**src/sv/osd_pkg.sv**
```systemverilog
// Package with the shared word types, operation and status codes for the schedule decoder.
`default_nettype none
package osd_pkg;

    localparam int DEF_MAX_JOBS     = 64;
    localparam int DEF_MAX_MACHINES = 32;

    localparam logic [1:0] OP_LOAD_JOB     = 2'd0;
    localparam logic [1:0] OP_LOAD_MACHINE = 2'd1;
    localparam logic [1:0] OP_GENE         = 2'd2;
    localparam logic [1:0] OP_CLEAR        = 2'd3;

    localparam logic [1:0] STATUS_OK        = 2'd0;
    localparam logic [1:0] STATUS_NO_OPS    = 2'd1;
    localparam logic [1:0] STATUS_SATURATED = 2'd2;

    localparam logic [62:0] SUM_MAX = {63{1'b1}};

    typedef struct packed {
        logic [1:0]  op;
        logic [5:0]  job_index;
        logic [4:0]  machine_index;
        logic [31:0] time_value;
        logic [15:0] processing_time;
        logic [15:0] job_weight;
        logic [7:0]  op_count;
    } osd_in_t;

    typedef struct packed {
        logic [31:0] start_time;
        logic [31:0] end_time;
        logic        job_done;
        logic [31:0] makespan;
        logic [62:0] weighted_flow_sum;
        logic [1:0]  status;
    } osd_out_t;

    typedef struct packed {
        logic [31:0] ready;
        logic [31:0] release_time;
        logic [15:0] weight;
        logic [7:0]  ops_left;
    } osd_job_entry_t;

    typedef struct packed {
        logic        valid;
        logic        clear;
        logic        done;
        logic [1:0]  status;
        logic [31:0] start_time;
        logic [31:0] end_time;
        logic [31:0] release_time;
        logic [15:0] weight;
    } osd_token_t;

endpackage
`default_nettype wire

```
**src/sv/osd_accum.sv**
```systemverilog
// Pipeline that forms weighted flow, keeps makespan and flow sum, and drives the result word.
`default_nettype none
module osd_accum (
    input  wire logic                clk,
    input  wire logic                rst_n,
    input  wire osd_pkg::osd_token_t token,
    output logic                     result_valid,
    output osd_pkg::osd_out_t        result
);
    import osd_pkg::*;

    logic        a_valid_reg;
    logic        b_valid_reg;
    logic        c_valid_reg;
    osd_token_t  a_reg;
    osd_token_t  b_reg;
    osd_token_t  c_reg;
    logic [31:0] b_flow_reg;
    logic [47:0] c_prod_reg;
    logic [31:0] makespan_reg;
    logic [31:0] makespan_next;
    logic [62:0] sum_reg;
    logic [62:0] sum_next;
    logic        res_valid_reg;
    osd_out_t    res_reg;
    osd_out_t    res_next;
    logic [31:0] flow;
    logic [63:0] sum_wide;

    always_comb
    begin
        flow = (a_reg.end_time >= a_reg.release_time) ?
               (a_reg.end_time - a_reg.release_time) : 32'd0;
    end

    always_comb
    begin
        sum_wide      = {1'b0, sum_reg} + {16'd0, c_prod_reg};
        makespan_next = makespan_reg;
        sum_next      = sum_reg;
        res_next.status = c_reg.status;
        if (c_reg.done)
        begin
            if (c_reg.end_time > makespan_reg)
            begin
                makespan_next = c_reg.end_time;
            end
            if (sum_wide[63])
            begin
                sum_next        = SUM_MAX;
                res_next.status = STATUS_SATURATED;
            end
            else
            begin
                sum_next = sum_wide[62:0];
            end
        end
        res_next.start_time        = c_reg.start_time;
        res_next.end_time          = c_reg.end_time;
        res_next.job_done          = c_reg.done;
        res_next.makespan          = makespan_next;
        res_next.weighted_flow_sum = sum_next;
    end

    always_ff @(posedge clk or negedge rst_n)
    begin
        if (!rst_n)
        begin
            a_valid_reg   <= 1'b0;
            b_valid_reg   <= 1'b0;
            c_valid_reg   <= 1'b0;
            res_valid_reg <= 1'b0;
            makespan_reg  <= 32'd0;
            sum_reg       <= 63'd0;
        end
        else
        begin
            a_valid_reg   <= token.valid;
            b_valid_reg   <= a_valid_reg;
            c_valid_reg   <= b_valid_reg;
            res_valid_reg <= c_valid_reg && !c_reg.clear;
            if (c_valid_reg)
            begin
                if (c_reg.clear)
                begin
                    makespan_reg <= 32'd0;
                    sum_reg      <= 63'd0;
                end
                else
                begin
                    makespan_reg <= makespan_next;
                    sum_reg      <= sum_next;
                end
            end
        end
    end

    always_ff @(posedge clk)
    begin
        a_reg      <= token;
        b_reg      <= a_reg;
        b_flow_reg <= flow;
        c_reg      <= b_reg;
        c_prod_reg <= 48'(b_flow_reg) * 48'(b_reg.weight);
        res_reg    <= res_next;
    end

    assign result_valid = res_valid_reg;
    assign result       = res_reg;

endmodule
`default_nettype wire

```
**config.mk**
```make
export PLATFORM = sky130hd
export DESIGN_NAME = osd_accum
export DESIGN_NICKNAME = d
export VERILOG_FILES = /design/src/sv/osd_pkg.sv /design/src/sv/osd_accum.sv
export SDC_FILE = /design/constraint.sdc
export NUM_CORES = 2
export LEC_CHECK = 0
export ABC_AREA = 1
export CAP_MARGIN = 20
export CORE_MARGIN = 2
export CORE_UTILIZATION = 45
export CTS_CLUSTER_DIAMETER = 150
export DETAILED_ROUTE_END_ITERATION = 8
export DONT_BUFFER_PORTS = 1
export HOLD_SLACK_MARGIN = 0.1
export MAX_ROUTING_LAYER = met4
export SKIP_CTS_REPAIR_TIMING = 1
export SKIP_LAST_GASP = 1
export SYNTH_ARGS = -nofsm -noshare
export SYNTH_HDL_FRONTEND = slang
export SYNTH_SLANG_ARGS = --single-unit
```
**constraint.sdc**
```tcl
create_clock -name clk -period 6.35 [get_ports clk]
set_input_delay 0.635 -clock clk [delete_from_list [all_inputs] [get_ports clk]]
set_output_delay 0.635 -clock clk [all_outputs]
set_load 0.005 [all_outputs]
```
# == After elaboration in Yosys (flattened, before gate mapping) ==
# Index checks and enable logic that the tools add are counted.
# op_classes
n_addsub,2
multipliers,1
n_lt_le_gt_ge,2
muxes,8
reduce_logical,2
# op_table
op,n
63-bit 2-to-1 mux,3
32-bit 2-to-1 mux,3
63-bit by 48-bit adder with 64-bit output,1
32-bit by 16-bit multiplier with 48-bit output,1
32-bit greater-or-equal comparator,1
32-bit greater-than comparator,1
32-bit subtractor,1
2-bit 2-to-1 mux,2
1-bit logical AND,1
1-bit zero test,1
# totals
reg_bits,609
input_bits,119
output_inout_bits,163
wordCells,47

# == Logic depth before layout (Yosys ltp) ==
# depth
depth_word,4
depth_mapped,29
depth_no_buf,27

# == Worst setup path before layout ==
# No wires, ideal clock.
# synth_path
path_type,register -> register
start,reg b_flow_reg[7]
end,reg c_prod_reg[47]
setup_time_ps,112
arrival_time_ps,5491
required_time_ps,6238
slack_ps,747
stages_incl_launch_ff,26
n_path_buf,2
synth_period_minus_slack_ps,5603
cell_sequence,dfxtp_1 > clkbuf_1 > clkbuf_1 > nand2_1 > fa_1 > inv_1 > fa_1 > inv_1 > fa_1 > inv_1 > fa_1 > fa_1 > inv_1 > fa_1 > inv_1 > ha_1 > nand2_1 > nor2_1 > inv_1 > nor3_1 > and3_1 > a21oi_1 > o21ai_0 > nand2_1 > nand3b_1 > nand2_1
# synth_between
elab_chain_len,1
# synth_rtl
item,line_no,source
start: declaration,osd_accum.sv:18,logic [31:0] b_flow_reg;
start signal: assignment,osd_accum.sv:102,b_flow_reg <= flow;
32-bit by 16-bit multiplier with 48-bit output,osd_accum.sv:104,c_prod_reg <= 48'(b_flow_reg) * 48'(b_reg.weight);
end signal: assignment,osd_accum.sv:104,
end: declaration,osd_accum.sv:19,logic [47:0] c_prod_reg;
# Every way passes these cells.
# A chain may end at the register's enable or synchronous reset.

# == Worst setup path in the final report ==
# layout_path
start,reg b_flow_reg[15]
end,reg c_prod_reg[42]
# The elaborated chain is that of the path after synthesis.

==> results.sh <==
export IMPL_largest_reg_flops=162
export IMPL_relSlewSlack=0.391
export IMPL_power_leakage_nw=24.3
export IMPL_final_common_cell="nand2_1"
export IMPL_start_util=0.455
export IMPL_vias=31400
export IMPL_wire_per_inst_um=17.3
export IMPL_worstSetupPathType="reg -> reg"
export IMPL_ios=282
export IMPL_final_net_count=5949
export IMPL_intPower_mw=12.5
export IMPL_hold_violations=0
export IMPL_slew_viol_final=0
export IMPL_ys_seq_area_frac=0.314
export IMPL_setup_viol=0
export IMPL_cap_violations=0
export IMPL_power_frac_clock=0.165
export IMPL_rows=109
export IMPL_netlist_area_mm2=0.0404
export IMPL_syn_instance_count=5081
export IMPL_power_density_mw_per_mm2=546
export IMPL_p_seq_frac=0.203
export IMPL_ff2ff_path_depth=19
export IMPL_fin_crit_sh=0.955
export IMPL_io_buffers=0
export IMPL_crit_start="b_flow_reg[15]"
export IMPL_drtAntennaViolNets=0
export IMPL_root_buffer="clkbuf_16"
export IMPL_grt_pass1_wl_mm=174
export IMPL_cts_buffers=68
export IMPL_ys_types=47
export IMPL_clock_latency_ns=0.66
export IMPL_coreArea_mm2=0.0886
export IMPL_end_kind="flop"
export IMPL_syn_avg_cell_area_um2=7.95
export IMPL_first_pass_iters=5
export IMPL_area_delta_synth_final_pct=12.7
export IMPL_worstPathArrival_ns=6.62
export IMPL_die_area_mm2=0.0921
export IMPL_path_clk_slew_ns=0.06
export IMPL_clock_skew_ns=0.0443
export IMPL_drive_above_1_share=0.0535
export IMPL_grt_overflow_total=0
export IMPL_drc=0
export IMPL_reg2reg_from="b_flow_reg[15]"
export IMPL_cts_tree="done"
export IMPL_first_iter_violations=2002
export IMPL_dpl_cell_count=6154
export IMPL_r2r_end="c_prod_reg[42]"
export IMPL_clock_path_buffers=3
export IMPL_mostFrequentLayoutCells="nand2_1, inv_1, dfxtp_1"
export IMPL_syn_nets=5852
export IMPL_wl_mm=111
export IMPL_rsz0062_at_grt="no"
export IMPL_hp_class="reg -> reg"
export IMPL_ys_ff_latch=609
export IMPL_max_freq_ghz=0.165
export IMPL_status="completed"
export IMPL_antenna_found_initial=3
export IMPL_r2r_setup_slack_ns=0.29
export IMPL_first_global_vias=31200
export IMPL_finalWeightedCongestion=0.945
export IMPL_cp_endpoint="c_prod_reg[42]"
export IMPL_tightest_slew_ns=0.913
export IMPL_die_y_um=304
export IMPL_combPwrFrac=0.632
export IMPL_synth_warning_count=0
export IMPL_finalNonFillerCells=6400
export IMPL_min_period_ns=6.06
export IMPL_p_sw_mw=12.3
export IMPL_worstSetupStartpointType="flop"
export IMPL_switching_share=0.495
export IMPL_place_hpwl_mm=87.0
export IMPL_vias_per_cell=4.90
export IMPL_fin_tns_setup_ns=0
export IMPL_grt_start_max_net_pins=100
export IMPL_critPathRequiredTime_ns=6.91
export IMPL_clkSinkCount=609
export IMPL_max_vdd_ir_drop_uv=693
export IMPL_h_tree_depth=3
export IMPL_grt_usage=0.251
export IMPL_critical_path_peak_fanout=10
export IMPL_dieWidth_um=304
==> area by class of cell <==
type,instances,area (um2)
flip-flops and latches,609,12700
diodes,2,5.00
clock inverters,36,477
clock buffers,89,1890
repair buffers,189,1920
multi-input cells,3192,22800
inverters,1118,4200
fillers,8525,43200
well taps,1165,1460
==> how the worst min path moves through the flow <==
| stage | end | slack [ns] | start | cells after the start |
|---|---|---|---|---|
| after CTS | makespan_reg[10] | -0.34 | rst_n | 0 |
| after global placement | c_reg[83] | 0.31 | b_reg[83] | 0 |
| after global routing | b_reg[89] | 0.32 | a_reg[89] | 0 |
| after floorplan | b_reg[0] | 0.31 | a_reg[0] | 0 |
| final | b_reg[6] | 0.31 | a_reg[6] | 0 |
| after detailed placement | b_reg[107] | 0.31 | a_reg[107] | 0 |
==> cell usage after synthesis (all sizes together) <==
library cell	instances	area [um2]
nor4	5	46.3
and2	37	231
o211ai	3	22.5
ha	232	2900
o21ai	74	374
or2	44	275
nand3	193	991
and3	2	12.5
a21boi	52	390
o22ai	1	6.26
nand2	1495	5630
o2111ai	1	8.76
buf	21	136
o221ai	2	17.5
a211oi	2	15.0
o21bai	20	150
fa	420	8410
nor2	234	903
nand4	13	81.3
o21a	8	60.1
nor3	31	165
a21oi	161	810
nand3b	44	330
dfrtp	99	2480
nor2b	1	6.26
nor4b	1	8.76
dfxtp	510	10200
clkbuf	141	529
a21o	11	82.6
a31oi	11	68.8
xnor2	52	455
inv	1118	4200
xor2	42	368
==> power groups by stage <==
stage	Combinational [mW]	Sequential (mW)	Clock, mW
final	15.7	5.06	4.10
after global routing	17.9	5.11	4.35
after CTS	15.6	5.06	4.20
after detailed placement	15.4	5.13	0
after global placement	15.4	5.13	0
after floorplan	10.9	4.84	0
==> cell families (layout without fill, tap and decap cells) <==
logic type / count (synthesis) / count (layout) / synth area share
other: 0 / 2 / 0
flip-flops: 609 / 609 / 0.314
XOR/XNOR: 94 / 94 / 0.0204
AND/OR/NAND/NOR: 2100 / 2100 / 0.215
adder cells (fa/ha/maj): 652 / 652 / 0.280
AO/OA/AOI/OAI: 346 / 346 / 0.0497
buffers and inverters: 1280 / 1432 / 0.120
==> critical path, cell delays in order, from the launching register on <==
cell	delay, ns
dfxtp_1	0.64
buf_4	0.22
nand2_1	0.08
fa_1	0.54
inv_1	0.05
fa_1	0.61
fa_1	0.45
fa_1	0.45
fa_1	0.52
inv_1	0.05
fa_1	0.48
inv_1	0.04
ha_1	0.40
nand2_1	0.11
nor2_1	0.16
inv_1	0.12
nor4_1	0.48
nand3_1	0.22
nand3_1	0.18
xor2_1	0.16
==> stage by stage <==
step	util	area (um2)	setup slack, ns	total power, mW	hold slack [ns]
2_1_floorplan	-	40400	0.747	15.7	0.310
3_3_place_gp	0.473	41900	0.0987	20.5	0.310
3_5_place_dp	0.473	41900	0.0761	20.6	0.312
4_1_cts	0.499	44300	0.0783	24.8	-0.342
5_1_grt	0.513	45500	0.00368	27.3	0.322
6_report	0.513	45500	0.287	24.9	0.310
==> routing by layer <==
metal  global-route usage  wire length [um]
met1                0.340             50900
met3               0.0306              5990
met5                    -                 0
met2                0.400             51500
met4               0.0609              2490
(Power assumes the default switching activity.)
